--- config.mk ---
export PLATFORM = sky130hd
export DESIGN_NAME = postfix_stack_evaluator_flat
export DESIGN_NICKNAME = d
export VERILOG_FILES = /design/src/hdl/pse_pkg.sv /design/src/hdl/pse_if.sv /design/src/hdl/postfix_stack_evaluator.sv /design/src/hdl/pse_stack_ram.sv /design/src/hdl/pse_alu.sv /design/src/flat_wrapper.sv
export VERILOG_INCLUDE_DIRS = /design/src /design/src/hdl
export SDC_FILE = /design/constraint.sdc
export NUM_CORES = 1
export LEC_CHECK = 0
export BUFFER_PORTS_ARGS = -buffer_cell sky130_fd_sc_hd__clkbuf_2
export CORE_MARGIN = 8
export CORE_UTILIZATION = 29
export DETAILED_ROUTE_END_ITERATION = 8
export GPL_TIMING_DRIVEN = 1
export HOLD_SLACK_MARGIN = 0.08
export MAX_ROUTING_LAYER = met4
export PLACE_DENSITY_LB_ADDON = 0.3
export SLEW_MARGIN = 20
export SYNTH_ARGS = -nofsm -noshare
export SYNTH_HDL_FRONTEND = slang
export SYNTH_SLANG_ARGS = --single-unit
--- constraint.sdc ---
create_clock -name clk_i -period 11.5 [get_ports clk_i]
set_input_delay 0 -clock clk_i [delete_from_list [all_inputs] [get_ports clk_i]]
set_output_delay 0 -clock clk_i [all_outputs]
set_load 0.02 [all_outputs]
--- src/hdl/postfix_stack_evaluator_macros.svh ---
`ifndef POSTFIX_STACK_EVALUATOR_MACROS_SVH
`define POSTFIX_STACK_EVALUATOR_MACROS_SVH

// Checks a property on every rising clock edge outside reset.
`define PSE_ASSERT(lbl, prop, msg) \
  lbl: assert property (@(posedge clk_i) disable iff (!rst_ni) (prop)) else $error(msg);

// Checks that a condition implies another in the same cycle.
`define PSE_ASSERT_IMP(lbl, ante, cons, msg) \
  lbl: assert property (@(posedge clk_i) disable iff (!rst_ni) (ante) |-> (cons)) \
    else $error(msg);

// Checks that a condition implies another in the next cycle.
`define PSE_ASSERT_NEXT(lbl, ante, cons, msg) \
  lbl: assert property (@(posedge clk_i) disable iff (!rst_ni) (ante) |=> (cons)) \
    else $error(msg);

`endif

--- src/hdl/pse_pkg.sv ---
`timescale 1ns / 1ps

package pse_pkg;

  localparam int unsigned ACTION_W    = 3;
  localparam int unsigned VALUE_W     = 32;
  localparam int unsigned DEPTH_OUT_W = 5;
  localparam int unsigned STATUS_W    = 3;

  localparam logic [ACTION_W-1:0] ACT_PUSH = 3'd0;
  localparam logic [ACTION_W-1:0] ACT_ADD  = 3'd1;
  localparam logic [ACTION_W-1:0] ACT_SUB  = 3'd2;
  localparam logic [ACTION_W-1:0] ACT_MUL  = 3'd3;
  localparam logic [ACTION_W-1:0] ACT_DIV  = 3'd4;

  localparam logic [STATUS_W-1:0] ST_OK        = 3'd0;
  localparam logic [STATUS_W-1:0] ST_UNDER     = 3'd1;
  localparam logic [STATUS_W-1:0] ST_OVER      = 3'd2;
  localparam logic [STATUS_W-1:0] ST_DIVZ      = 3'd3;
  localparam logic [STATUS_W-1:0] ST_MALFORMED = 3'd4;

  typedef enum logic [1:0] {
    ALU_ADD,
    ALU_SUB,
    ALU_MUL,
    ALU_DIV
  } alu_op_e;

  typedef struct packed {
    logic    start;
    alu_op_e op;
  } alu_req_t;

endpackage

--- src/hdl/pse_if.sv ---
`timescale 1ns / 1ps

interface pse_tok_if;
  import pse_pkg::*;

  logic                       valid;
  logic                       ready;
  logic [ACTION_W-1:0]        action;
  logic signed [VALUE_W-1:0]  operand_value;
  logic                       last_token;

  modport source (output valid, action, operand_value, last_token, input ready);
  modport sink   (input valid, action, operand_value, last_token, output ready);
endinterface

interface pse_res_if;
  import pse_pkg::*;

  logic                       valid;
  logic                       ready;
  logic signed [VALUE_W-1:0]  top_value;
  logic [DEPTH_OUT_W-1:0]     stack_depth;
  logic [STATUS_W-1:0]        status;
  logic                       expression_done;

  modport source (output valid, top_value, stack_depth, status, expression_done, input ready);
  modport sink   (input valid, top_value, stack_depth, status, expression_done, output ready);
endinterface

--- src/hdl/postfix_stack_evaluator.sv ---
// Postfix expression evaluator with a bounded operand stack.
// Tokens arrive on tok_i: push an operand, or add, subtract, multiply or divide
// the two top entries. Each accepted token produces exactly one word on res_o
// with the top of stack, the depth and a status; last_token closes the
// expression, reports its value and empties the stack.
// One token is handled at a time and tok_i is ready only while the sequencer is
// idle. Multiply and divide run on one shared adder that retires one operand
// bit per cycle. The sequencer returns to idle, ready for the next token, on
// the clock edge that registers the result.
// The top entry lives in a register and the rest in a single-port-write RAM
// with a registered read, so an operator needs one RAM read.
// Reset empties the stack and drops any pending output word; RAM contents are
// not cleared and are never read before being written.
// If res_o stalls, the finished word waits in the output register; the
// sequencer holds the following result until that word is taken.
`timescale 1ns / 1ps
`include "postfix_stack_evaluator_macros.svh"

module postfix_stack_evaluator #(
  parameter int unsigned STACK_DEPTH = 16,
  parameter int unsigned WORD_WIDTH  = 32
) (
  input  logic      clk_i,
  input  logic      rst_ni,
  pse_tok_if.sink   tok_i,
  pse_res_if.source res_o
);
  import pse_pkg::*;

  localparam int unsigned PTR_W = $clog2(STACK_DEPTH + 1);
  localparam int unsigned IDX_W = $clog2(STACK_DEPTH);

  localparam logic [1:0] S_IDLE = 2'd0;
  localparam logic [1:0] S_READ = 2'd1;
  localparam logic [1:0] S_EXEC = 2'd2;
  localparam logic [1:0] S_DONE = 2'd3;

  logic [1:0]            state_q;
  logic [PTR_W-1:0]      sp_q;
  logic [STATUS_W-1:0]   st_q;
  logic [WORD_WIDTH-1:0] top_q;
  logic [ACTION_W-1:0]   act_q;
  logic [WORD_WIDTH-1:0] opv_q;
  logic                  last_q;

  logic                  out_valid_q;
  logic [VALUE_W-1:0]    out_top_q;
  logic [DEPTH_OUT_W-1:0] out_depth_q;
  logic [STATUS_W-1:0]   out_status_q;
  logic                  out_done_q;

  logic                  accept;
  logic                  is_op;
  logic                  full;
  logic                  few;
  logic                  divz;
  logic                  out_load;
  logic [PTR_W-1:0]      sp_m1;
  logic [PTR_W-1:0]      sp_m2;
  logic                  ram_we;
  logic [WORD_WIDTH-1:0] ram_rdata;
  alu_req_t              alu_req;
  logic                  alu_done;
  logic [WORD_WIDTH-1:0] alu_result;
  logic signed [63:0]    opv_ext;
  logic signed [63:0]    top_ext;
  logic [STATUS_W-1:0]   final_status;

  assign accept   = tok_i.valid && tok_i.ready;
  assign full     = (sp_q == PTR_W'(STACK_DEPTH));
  assign few      = (sp_q < PTR_W'(2));
  assign divz     = (act_q == ACT_DIV) && (top_q == '0);
  assign is_op    = (act_q == ACT_ADD) || (act_q == ACT_SUB) ||
                    (act_q == ACT_MUL) || (act_q == ACT_DIV);
  assign out_load = (state_q == S_DONE) && (!out_valid_q || res_o.ready);
  assign sp_m1    = sp_q - PTR_W'(1);
  assign sp_m2    = sp_q - PTR_W'(2);

  assign opv_ext  = 64'(tok_i.operand_value);
  assign top_ext  = 64'(signed'(top_q));

  // On the closing token a clean stack must hold exactly one entry.
  assign final_status = (last_q && (st_q == ST_OK) && (sp_q != PTR_W'(1))) ?
                        ST_MALFORMED : st_q;

  // Push moves the old top into the RAM below the new one.
  assign ram_we = (state_q == S_READ) && (act_q == ACT_PUSH) && !full &&
                  (sp_q != '0);

  pse_stack_ram #(
    .DEPTH (STACK_DEPTH),
    .WIDTH (WORD_WIDTH)
  ) u_ram (
    .clk_i   (clk_i),
    .we_i    (ram_we),
    .waddr_i (sp_m1[IDX_W-1:0]),
    .wdata_i (top_q),
    .raddr_i (sp_m2[IDX_W-1:0]),
    .rdata_o (ram_rdata)
  );

  always_comb begin
    alu_req.start = (state_q == S_READ) && is_op && !few && !divz;
    case (act_q)
      ACT_ADD: alu_req.op = ALU_ADD;
      ACT_SUB: alu_req.op = ALU_SUB;
      ACT_MUL: alu_req.op = ALU_MUL;
      default: alu_req.op = ALU_DIV;
    endcase
  end

  pse_alu #(
    .WIDTH (WORD_WIDTH)
  ) u_alu (
    .clk_i    (clk_i),
    .rst_ni   (rst_ni),
    .req_i    (alu_req),
    .a_i      (ram_rdata),
    .b_i      (top_q),
    .done_o   (alu_done),
    .result_o (alu_result)
  );

  always_ff @(posedge clk_i or negedge rst_ni) begin
    if (!rst_ni) begin
      state_q     <= S_IDLE;
      sp_q        <= '0;
      st_q        <= ST_OK;
      out_valid_q <= 1'b0;
    end else begin
      if (out_load) begin
        out_valid_q <= 1'b1;
      end else if (res_o.ready) begin
        out_valid_q <= 1'b0;
      end
      case (state_q)
        S_IDLE: begin
          if (accept) begin
            st_q    <= ST_OK;
            state_q <= S_READ;
          end
        end
        S_READ: begin
          state_q <= S_DONE;
          if (act_q == ACT_PUSH) begin
            if (full) begin
              st_q <= ST_OVER;
            end else begin
              sp_q <= sp_q + PTR_W'(1);
            end
          end else if (is_op) begin
            if (few) begin
              st_q <= ST_UNDER;
            end else if (divz) begin
              st_q <= ST_DIVZ;
            end else begin
              state_q <= S_EXEC;
            end
          end
        end
        S_EXEC: begin
          if (alu_done) begin
            sp_q    <= sp_m1;
            state_q <= S_DONE;
          end
        end
        default: begin
          if (out_load) begin
            if (last_q) begin
              sp_q <= '0;
            end
            state_q <= S_IDLE;
          end
        end
      endcase
    end
  end

  always_ff @(posedge clk_i) begin
    if (accept) begin
      act_q  <= tok_i.action;
      opv_q  <= opv_ext[WORD_WIDTH-1:0];
      last_q <= tok_i.last_token;
    end
    if ((state_q == S_READ) && (act_q == ACT_PUSH) && !full) begin
      top_q <= opv_q;
    end
    if ((state_q == S_EXEC) && alu_done) begin
      top_q <= alu_result;
    end
    if (out_load) begin
      out_top_q    <= (sp_q != '0) ? top_ext[VALUE_W-1:0] : '0;
      out_depth_q  <= last_q ? '0 : DEPTH_OUT_W'(sp_q);
      out_status_q <= final_status;
      out_done_q   <= last_q;
    end
  end

  assign tok_i.ready           = (state_q == S_IDLE);
  assign res_o.valid           = out_valid_q;
  assign res_o.top_value       = out_top_q;
  assign res_o.stack_depth     = out_depth_q;
  assign res_o.status          = out_status_q;
  assign res_o.expression_done = out_done_q;

  `PSE_ASSERT(a_sp_bound, sp_q <= PTR_W'(STACK_DEPTH), "stack pointer beyond depth")
  `PSE_ASSERT_NEXT(a_accept_read, accept, state_q == S_READ, "accept did not start a read")
  `PSE_ASSERT_IMP(a_alu_operands, alu_req.start, sp_q >= PTR_W'(2), "ALU started on short stack")
  `PSE_ASSERT_NEXT(a_alu_finish, (state_q == S_EXEC) && alu_done, state_q == S_DONE, "ALU word lost")
  `PSE_ASSERT_IMP(a_done_empty, out_valid_q && out_done_q, out_depth_q == '0, "bad closing depth")

endmodule

--- src/hdl/pse_stack_ram.sv ---
`timescale 1ns / 1ps

module pse_stack_ram #(
  parameter int unsigned DEPTH = 16,
  parameter int unsigned WIDTH = 32
) (
  input  logic                     clk_i,
  input  logic                     we_i,
  input  logic [$clog2(DEPTH)-1:0] waddr_i,
  input  logic [WIDTH-1:0]         wdata_i,
  input  logic [$clog2(DEPTH)-1:0] raddr_i,
  output logic [WIDTH-1:0]         rdata_o
);

  logic [WIDTH-1:0] mem [DEPTH];
  logic [WIDTH-1:0] rdata_q;

  always_ff @(posedge clk_i) begin
    if (we_i) begin
      mem[waddr_i] <= wdata_i;
    end
    rdata_q <= mem[raddr_i];
  end

  assign rdata_o = rdata_q;

endmodule

--- src/hdl/pse_alu.sv ---
`timescale 1ns / 1ps

module pse_alu #(
  parameter int unsigned WIDTH = 32
) (
  input  logic              clk_i,
  input  logic              rst_ni,
  input  pse_pkg::alu_req_t req_i,
  input  logic [WIDTH-1:0]  a_i,
  input  logic [WIDTH-1:0]  b_i,
  output logic              done_o,
  output logic [WIDTH-1:0]  result_o
);
  import pse_pkg::*;

  localparam int unsigned CNT_W = $clog2(WIDTH + 1);

  localparam logic [2:0] P_IDLE = 3'd0;
  localparam logic [2:0] P_ONE  = 3'd1;
  localparam logic [2:0] P_NEGA = 3'd2;
  localparam logic [2:0] P_NEGB = 3'd3;
  localparam logic [2:0] P_ITER = 3'd4;
  localparam logic [2:0] P_NEGQ = 3'd5;
  localparam logic [2:0] P_FIN  = 3'd6;

  logic [2:0]       phase_q;
  logic [CNT_W-1:0] cnt_q;
  alu_op_e          op_q;
  logic [WIDTH-1:0] x_q;
  logic [WIDTH-1:0] y_q;
  logic [WIDTH:0]   acc_q;
  logic             neg_q;
  logic [WIDTH-1:0] res_q;

  logic [WIDTH:0]   opa;
  logic [WIDTH:0]   opb;
  logic             sub;
  logic [WIDTH:0]   sum;

  // The single shared adder. Multiply runs shift-and-add MSB first; divide runs
  // restoring division, one quotient bit per cycle, on magnitudes.
  always_comb begin
    opa = '0;
    opb = '0;
    sub = 1'b0;
    case (phase_q)
      P_ONE: begin
        opa = {1'b0, x_q};
        opb = {1'b0, y_q};
        sub = (op_q == ALU_SUB);
      end
      P_NEGA, P_NEGQ: begin
        opb = {1'b0, x_q};
        sub = 1'b1;
      end
      P_NEGB: begin
        opb = {1'b0, y_q};
        sub = 1'b1;
      end
      P_ITER: begin
        if (op_q == ALU_MUL) begin
          opa = {1'b0, acc_q[WIDTH-2:0], 1'b0};
          opb = y_q[WIDTH-1] ? {1'b0, x_q} : '0;
        end else begin
          opa = {acc_q[WIDTH-1:0], x_q[WIDTH-1]};
          opb = {1'b0, y_q};
          sub = 1'b1;
        end
      end
      default: begin
      end
    endcase
  end

  assign sum = opa + (sub ? ~opb : opb) + {{WIDTH{1'b0}}, sub};

  always_ff @(posedge clk_i or negedge rst_ni) begin
    if (!rst_ni) begin
      phase_q <= P_IDLE;
      cnt_q   <= '0;
    end else begin
      case (phase_q)
        P_IDLE: begin
          if (req_i.start) begin
            case (req_i.op)
              ALU_ADD, ALU_SUB: phase_q <= P_ONE;
              ALU_MUL: begin
                phase_q <= P_ITER;
                cnt_q   <= CNT_W'(WIDTH);
              end
              default: phase_q <= P_NEGA;
            endcase
          end
        end
        P_ONE:  phase_q <= P_FIN;
        P_NEGA: phase_q <= P_NEGB;
        P_NEGB: begin
          phase_q <= P_ITER;
          cnt_q   <= CNT_W'(WIDTH);
        end
        P_ITER: begin
          cnt_q <= cnt_q - CNT_W'(1);
          if (cnt_q == CNT_W'(1)) begin
            phase_q <= (op_q == ALU_MUL) ? P_FIN : P_NEGQ;
          end
        end
        P_NEGQ:  phase_q <= P_FIN;
        default: phase_q <= P_IDLE;
      endcase
    end
  end

  always_ff @(posedge clk_i) begin
    case (phase_q)
      P_IDLE: begin
        if (req_i.start) begin
          x_q   <= a_i;
          y_q   <= b_i;
          acc_q <= '0;
          op_q  <= req_i.op;
          neg_q <= a_i[WIDTH-1] ^ b_i[WIDTH-1];
        end
      end
      P_ONE: res_q <= sum[WIDTH-1:0];
      P_NEGA: begin
        if (x_q[WIDTH-1]) begin
          x_q <= sum[WIDTH-1:0];
        end
      end
      P_NEGB: begin
        if (y_q[WIDTH-1]) begin
          y_q <= sum[WIDTH-1:0];
        end
      end
      P_ITER: begin
        if (op_q == ALU_MUL) begin
          acc_q <= {1'b0, sum[WIDTH-1:0]};
          y_q   <= {y_q[WIDTH-2:0], 1'b0};
          res_q <= sum[WIDTH-1:0];
        end else begin
          // A clear sign bit means the trial subtraction did not go negative.
          if (!sum[WIDTH]) begin
            acc_q <= sum;
          end else begin
            acc_q <= {acc_q[WIDTH-1:0], x_q[WIDTH-1]};
          end
          x_q <= {x_q[WIDTH-2:0], ~sum[WIDTH]};
        end
      end
      P_NEGQ: res_q <= neg_q ? sum[WIDTH-1:0] : x_q;
      default: begin
      end
    endcase
  end

  assign done_o   = (phase_q == P_FIN);
  assign result_o = res_q;

endmodule

--- src/flat_wrapper.sv ---
// flat-port wrapper written by rule: the top's interface ports become plain ports
module postfix_stack_evaluator_flat import pse_pkg::*;
#(
  parameter int unsigned STACK_DEPTH = 16,
  parameter int unsigned WORD_WIDTH  = 32
)
  (clk_i, rst_ni, tok_i_valid, tok_i_action, tok_i_operand_value, tok_i_last_token, tok_i_ready, res_o_valid, res_o_top_value, res_o_stack_depth, res_o_status, res_o_expression_done, res_o_ready);
  pse_tok_if tok_i_i ();
  pse_res_if res_o_i ();
  input  logic clk_i;
  input  logic rst_ni;
  input wire logic [$bits(tok_i_i.valid)-1:0] tok_i_valid;
  input wire logic [$bits(tok_i_i.action)-1:0] tok_i_action;
  input wire logic [$bits(tok_i_i.operand_value)-1:0] tok_i_operand_value;
  input wire logic [$bits(tok_i_i.last_token)-1:0] tok_i_last_token;
  output wire logic [$bits(tok_i_i.ready)-1:0] tok_i_ready;
  output wire logic [$bits(res_o_i.valid)-1:0] res_o_valid;
  output wire logic [$bits(res_o_i.top_value)-1:0] res_o_top_value;
  output wire logic [$bits(res_o_i.stack_depth)-1:0] res_o_stack_depth;
  output wire logic [$bits(res_o_i.status)-1:0] res_o_status;
  output wire logic [$bits(res_o_i.expression_done)-1:0] res_o_expression_done;
  input wire logic [$bits(res_o_i.ready)-1:0] res_o_ready;
  assign tok_i_i.valid = tok_i_valid;
  assign tok_i_i.action = tok_i_action;
  assign tok_i_i.operand_value = tok_i_operand_value;
  assign tok_i_i.last_token = tok_i_last_token;
  assign tok_i_ready = tok_i_i.ready;
  assign res_o_valid = res_o_i.valid;
  assign res_o_top_value = res_o_i.top_value;
  assign res_o_stack_depth = res_o_i.stack_depth;
  assign res_o_status = res_o_i.status;
  assign res_o_expression_done = res_o_i.expression_done;
  assign res_o_i.ready = res_o_ready;
  postfix_stack_evaluator #(.STACK_DEPTH(STACK_DEPTH), .WORD_WIDTH(WORD_WIDTH)) u_core (.clk_i(clk_i), .rst_ni(rst_ni), .tok_i(tok_i_i), .res_o(res_o_i));
endmodule
* Word-level counts from Yosys, hierarchy flattened
Memory sizes are Yosys's and may differ from the RTL's. A register that Yosys moved wholly into a read port is not among the register bits.
Index checks and enable logic that the tools add are counted.
** Storage, ports and cells
- Register bits after elaboration :: 260
- Memory bits (writable) :: 512
- Bits of input ports :: 40
- Output and inout port bits :: 43
- Logic and storage cells :: 180
- Memories :: 1
** Memory list
- u_core.u_ram.mem :: depth 16, bits a word 32, read ports 1, clocked after memory_dff 1, write ports 1, line pse_stack_ram.sv:15 : logic [WIDTH-1:0] mem [DEPTH];
** Operators by class
- Add/sub/neg operators :: 6
- $lt $le $gt $ge :: 1
- Eq/ne operators :: 34
- Mux-type cells :: 59
- Bitwise gates (word level) :: 4
- Reductions and logical operators :: 53
** Operator list (count)
- 32-bit 2-to-1 mux :: 15
- 32-bit one-hot mux with 3 select lines :: 4
- 33-bit 2-to-1 mux :: 2
- 33-bit one-hot mux with 2 select lines :: 1
- 32-bit one-hot mux with 2 select lines :: 1
- 33-bit by 1-bit adder with 33-bit output :: 1
- 33-bit adder :: 1
- 33-bit inverter :: 1
- 32-bit logical NOT :: 1
- 5-bit 2-to-1 mux :: 5
- 3-bit 2-to-1 mux :: 8
- 6-bit one-hot mux with 3 select lines :: 1
- 2-bit != test (second input constant) :: 8
- 3-bit one-hot mux with 5 select lines :: 1
- 5-bit one-hot mux with 3 select lines :: 1
- 2-bit 2-to-1 mux :: 7
- 3-bit by 2-bit equality test with 1-bit output (second input constant) :: 4
- 3-bit equality test (second input constant) :: 4
- 1-bit logical AND :: 12
- 6-bit 2-to-1 mux :: 2
- 2-bit one-hot mux with 3 select lines :: 2
- 3-bit one-hot mux with 2 select lines :: 2
- 3-bit AND reduction :: 4
- 3-bit nonzero test :: 4
- other kinds (30) :: 65

* Logic depth before layout (Yosys ltp)
- Depth after elaboration :: 10
- Depth in mapped cells :: 21
- Depth with buffers taken out :: 17

* Cells and area by module
Synthesis repeated with hierarchy kept, for this count alone.
** Unflattened totals
- Cell total of the unflattened synthesis :: 2149
- Area, all modules :: 34399.2 sq um
** By module, submodules not included
- pse_stack_ram :: times used 1, cells each 838, area each 19835.3 sq um, sequential area each 16015.4 sq um
- pse_alu :: times used 1, cells each 992, area each 9529.1 sq um, sequential area each 4159.0 sq um
- postfix_stack_evaluator :: times used 1, cells each 319, area each 5034.8 sq um, sequential area each 3523.4 sq um

* Worst setup path before layout
Ideal clock, no wire load.
- Path kind :: register -> register
- From :: register u_core.sp_q[1]
- To :: register u_core.u_alu.y_q[0], enable pin
- Library setup time :: 476 ps
- Arrival time :: 4861 ps
- Required time :: 11024 ps
- Slack :: 6163 ps
- Stages on the path, launching flop included :: 12
- Buffers on the path :: 2
- Period minus slack after synthesis :: 5337 ps
- Cells stage by stage :: dfrtp_1 clkbuf_1 clkbuf_1 inv_1 ha_1 nand2_1 o31ai_1 nor3_1 and2_1 nor2b_1 nor2b_1 a311oi_1
** Between the ends
- Word-level cells in the longest chain between the ends :: 6
** RTL lines
- start, declared :: line postfix_stack_evaluator.sv:39 : logic [PTR_W-1:0] sp_q;
- start signal, assigned :: line postfix_stack_evaluator.sv:149 : sp_q <= sp_q + PTR_W'(1);
- start signal, assigned :: line postfix_stack_evaluator.sv:163 : sp_q <= sp_m1;
- 5-bit by 2-bit less-than comparator with 1-bit output :: line postfix_stack_evaluator.sv:71 : assign few = (sp_q < PTR_W'(2));
- 1-bit logical NOT :: line postfix_stack_evaluator.sv:103 : alu_req.start = (state_q == S_READ) && is_op && !few && !divz;
- 1-bit logical AND (2 in a row) :: line postfix_stack_evaluator.sv:103
- 2-bit by 1-bit != test with 1-bit output (no line)
- 4-bit AND reduction (no line)
- end signal, assigned :: line pse_alu.sv:118 : y_q <= b_i;
- end signal, assigned :: line pse_alu.sv:132 : y_q <= sum[WIDTH-1:0];
- end signal, assigned :: line pse_alu.sv:138 : y_q <= {y_q[WIDTH-2:0], 1'b0};
- end, declared :: line pse_alu.sv:30 : logic [WIDTH-1:0] y_q;
No other way between the ends.
A chain may end at the register's enable or synchronous reset.

* Worst setup path in the final report
- From :: register u_core.u_alu.phase_q[2]
- To :: register u_core.u_alu.acc_q[23], data pin
** Between the ends
- Word-level cells in the longest chain between the ends :: 10
- Elaborated cells on any way between the ends :: 19
- Those cells by class :: 2 x add/sub; 5 x eq/ne; 7 x mux; 1 x bitwise; 4 x reduce/logical
** RTL lines
- start, declared :: line pse_alu.sv:26 : logic [2:0] phase_q;
- start signal, assigned :: line pse_alu.sv:104 : phase_q <= (op_q == ALU_MUL) ? P_FIN : P_NEGQ;
- 3-bit by 2-bit equality test with 1-bit output, or another cell as far along :: line pse_alu.sv:46 : case (phase_q)
- 2-bit OR reduction (on tied branches)
- 32-bit one-hot mux with 3 select lines :: line pse_alu.sv:46
- 33-bit inverter :: line pse_alu.sv:75 : assign sum = opa + (sub ? ~opb : opb) + {{WIDTH{1'b0}}, sub};
- 33-bit 2-to-1 mux :: line pse_alu.sv:75
- 33-bit adder :: line pse_alu.sv:75
- 33-bit by 1-bit adder with 33-bit output :: line pse_alu.sv:75
- 32-bit 2-to-1 mux :: line pse_alu.sv:142 : if (!sum[WIDTH]) begin
- 32-bit 2-to-1 mux :: line pse_alu.sv:136 : if (op_q == ALU_MUL) begin
- 32-bit one-hot mux with 2 select lines (*) :: line pse_alu.sv:114 : case (phase_q)
- end signal, assigned :: line pse_alu.sv:137 : acc_q <= {1'b0, sum[WIDTH-1:0]};
- end signal, assigned :: line pse_alu.sv:143 : acc_q <= sum;
- end signal, assigned :: line pse_alu.sv:145 : acc_q <= {acc_q[WIDTH-1:0], x_q[WIDTH-1]};
- end, declared :: line pse_alu.sv:31 : logic [WIDTH:0] acc_q;
Every way passes the cells marked *; elsewhere a longest branch is shown, timed or not.

==> impl_metrics.csv <==
group,metric,value,unit
status,status,"complete, no violations",
clock_tree,clock_latency,0.66,ns
drt,routed.top_layer,"met4",
placement,pre_cts_slack,5.68,ns
setup_path,path_cells,"nor3b_4 -> buf_4 -> buf_4 -> nand3_1 -> and4_1 -> mux2i_1 -> fa_1 -> nor2b_1 -> o2111ai_1 -> nand3_1 -> a21oi_2 -> o211ai_1 -> a311oi_2 -> o21ai_2 -> mux2i_4 -> buf_4 -> mux2_2 -> nor2_1",
clock_tree,cts_setup_buffers,0,
placement,place_congestion,0.866,
finish,final_cell_mix,"edfxtp_1, mux4_2, nand2_1",
clock_tree,clk_pin_slew,0.06,ns
timing,max_slew_margin,30.6,%
grt,grt_pass1_wl,136,mm
synth,ys_seq_elements,803,
floorplanning,num_rows,125,
setup_path,crit_required,12.00,ns
floorplanning,initial_core_util,29.3,%
synth,syn_area,34100,µm²
synth,synth_cells,2045,
timing,rsz0062_at_grt,"false",
placement,dp_hpwl,57.0,mm
finish,area_growth,17.8,%
drt,drt_iter0_markers,2258,
timing,finalClockSkew,0.0333,ns
clock_tree,cts_tree,"yes",
setup_path,cp-start-kind,"flop",
synth,synth_edf_count,752,
timing,max_freq,168,MHz
finish,final_common_cell,"edfxtp_1",
setup_path,end_kind,"flop",
synth,synth_flop_cell,"edfxtp_1",
synth,synth.distinct_cells,75,
timing,hold_viol,0,
pwr,p_clk_share,47.5,%
setup_path,cp.arrival,6.44,ns
clock_tree,cts_root_buf,"clkbuf_16",
synth,synthArstFlopShare,2.37,%
grt,grt_antenna_before_repair,1,
timing,holdWs,0.119,ns
floorplanning,dieArea,129000,µm²
drt,dr_wl_met3,5.55,mm
grt,grt_pass1_vias,20000,
drt,dr_wl_met2,44.4,mm
synth,seq_area_frac_synth,69.6,%
setup_path,crit_type,"flop to flop",
pwr,pwr-share-comb,0.5,%
pwr,ir_worst_vdd,110,µV
drt,firstDrtPassIters,6,
pwr,netSwitchingFraction,19.4,%
timing,setup_violations,0,
pwr,seqPwrFrac,52.0,%
timing,maxSlewViolCount,0,
pwr,powerDensity,151,nW/µm²
clock_tree,clockBufferDepth,3,
drt,remaining_drc_errors,0,
job,max_cap_viol_count,0,
placement,dp_cells,3580,
timing,min_period_over_period,51.7,%
clock_tree,cts_made_buffers,88,
pwr,finalPower,6.05,mW
floorplanning,die_x,359,µm
drt,vias,19400,
setup_path,cpPeakStageDelay,0.67,ns
timing,tightest_slew,1.04,ns
timing,fin_crit,5.95,ns
placement,port_buffers,82,
pwr,intPower,4.88,mW
drt,m1WireLength,41.4,mm
grt,grt_max_degree,64,
pwr,p_sw,1.18,mW
drt,ant_nets,0,
hold_path,hp-class,"input port to flop",
floorplanning,ios,83,
setup_path,cp_max_fo,49,
floorplanning,core-area,116000,µm²
floorplanning,fp.dieH,359,µm
setup_path,cpMostUsedCell,"buf_4",
clock_tree,clock-sinks,803,
synth,ys.warnings.count,0,
drt,routedWlPerCell,24.3,µm
timing,tns,0,ns
finish,layout.cells.non_filler,3817,
clock_tree,htree_levels,3,
grt,grt-ovfl-total,0,
finish,final_net_count,2303,
pwr,p_leak,13.3,nW
setup_path,crit_path_top_delay_cell,"dfrtp_1",
grt,track_usage,14.5,%
drt,vias_per_cell,5.07,
synth,avgSynthCellArea,16.7,µm²
drt,wl,92.9,mm
finish,drive_above_1_share,22.1,%
synth,syn_nets,2132,
timing,fin_ws,5.55,ns
through the flow:
stage | utilization (%) | cell area (µm²)
after CTS | 34.5 | 40100
after detailed placement | 31.3 | 36500
final | 34.5 | 40100
after floorplan | - | 34100
after global placement | 31.3 | 36500
after global routing | 34.5 | 40100
power groups by stage:
stage	sequential, mW	combinational [mW]	clock (mW)
floorplan	3.21	0.000106	0
global placement	3.21	0.0118	0
detailed placement	3.21	0.0114	0
CTS	3.15	0.0303	2.95
global route	3.15	0.0323	3.05
finish	3.15	0.0296	2.88
repair_timing:
item                       in CTS  in global routing
setup endpoints to repair       0                  0
gates resized for setup         0                  0
hold endpoints to repair       60                 19
hold buffers                   69                  1
cells in the mapped netlist, drive strengths merged (7+ instances only):
| master | number | area (µm²) |
|---|---|---|
| xnor2 | 46 | 403 |
| nand2 | 123 | 462 |
| inv | 68 | 255 |
| clkbuf | 86 | 323 |
| a21oi | 57 | 289 |
| o211ai | 7 | 52.6 |
| mux2i | 24 | 265 |
| and2 | 7 | 43.8 |
| nor3 | 19 | 95.1 |
| buf | 26 | 118 |
| nor2 | 107 | 404 |
| dfrtp | 19 | 475 |
| mux2 | 42 | 473 |
| nand2b | 11 | 68.8 |
| xor2 | 18 | 158 |
| ha | 46 | 576 |
| a22o | 26 | 228 |
| a211oi | 9 | 72.6 |
| edfxtp | 752 | 22600 |
| a22oi | 63 | 473 |
| nor2b | 46 | 288 |
| and3 | 7 | 43.8 |
| o21ai | 91 | 459 |
| a222oi | 30 | 300 |
| mux4 | 160 | 3600 |
| nand3 | 21 | 105 |
| dfxtp | 32 | 641 |
| a21o | 18 | 135 |
worst paths after layout:
check | from | to | slack, ns | cells past startpoint
min in group asynchronous | rst_ni | u_core.u_alu.cnt_q[0] | 0.49 | 4
worst max-delay path | u_core.u_alu.phase_q[2] | u_core.u_alu.acc_q[23] | 5.55 | 18
worst max register to register | u_core.u_alu.phase_q[2] | u_core.u_alu.acc_q[23] | 5.55 | 18
worst min-delay path | tok_i_operand_value[30] | u_core.opv_q[30] | 0.12 | 2
worst min register to register | u_core.res_o.valid | u_core.res_o.valid | 0.51 | 2
max in group asynchronous | rst_ni | u_core.sp_q[0] | 10.62 | 4
registers in the layout, summed over array words and instances, names as in the netlist, 2 cells and up:
| signal | cells |
|---|---|
| u_core.u_alu.acc_q | 32 |
| u_core.u_alu.phase_q | 3 |
| u_core.act_q | 3 |
| u_core.res_o.top_value | 32 |
| u_core.u_alu.result_o | 32 |
| u_core.res_o.status | 3 |
| u_core.top_q | 32 |
| u_core.st_q | 2 |
| u_core.state_q | 2 |
| u_core.opv_q | 32 |
| u_core.u_ram.mem | 512 |
| u_core.u_alu.cnt_q | 6 |
| u_core.u_alu.op_q | 2 |
| u_core.sp_q | 5 |
| u_core.u_alu.y_q | 32 |
| u_core.u_ram.rdata_o | 32 |
| u_core.u_alu.x_q | 32 |
| u_core.res_o.stack_depth | 5 |
area by class of cell:
cell class              instances  area [µm²]
diodes                          2        5.00
clock buffers                 117        2410
clock inverters                48         544
fillers                     11100       76200
inverters                      68         255
multi-input cells            1062        9890
flip-flops and latches        803       23700
well taps                    1524        1910
repair buffers                193        1420
per-layer routing:
layer / up-vias / global-route usage [%]
li1: 8457 / -
met1: 10100 / 19.6
met2: 663 / 23.2
met3: 118 / 2.32
met4: 0 / 3.40
met5: - / -
kinds of logic (layout without fill, tap and decap cells):
group	Yosys count	count (layout)	synth area share [%]
compound gates	347	347	7.01
fa+ha+maj	48	48	1.78
xor+xnor	64	64	1.65
flops	803	803	69.6
simple gates	377	377	5.22
other cells	0	2	0
mux	226	226	12.7
buf+inv	180	426	2.04
critical path, delay by kind of cell, from the launching register on:
| family | cells | cell delay, ns |
|---|---|---|
| buffers and inverters | 3 | 1.59 |
| AND/OR/NAND/NOR | 6 | 1.24 |
| AO/OA/AOI/OAI | 5 | 0.92 |
| multiplexers | 3 | 0.82 |
| flip-flops | 1 | 0.67 |
| adder cells (fa/ha/maj) | 1 | 0.51 |
No activity file was read; power rests on OpenSTA's default activity.
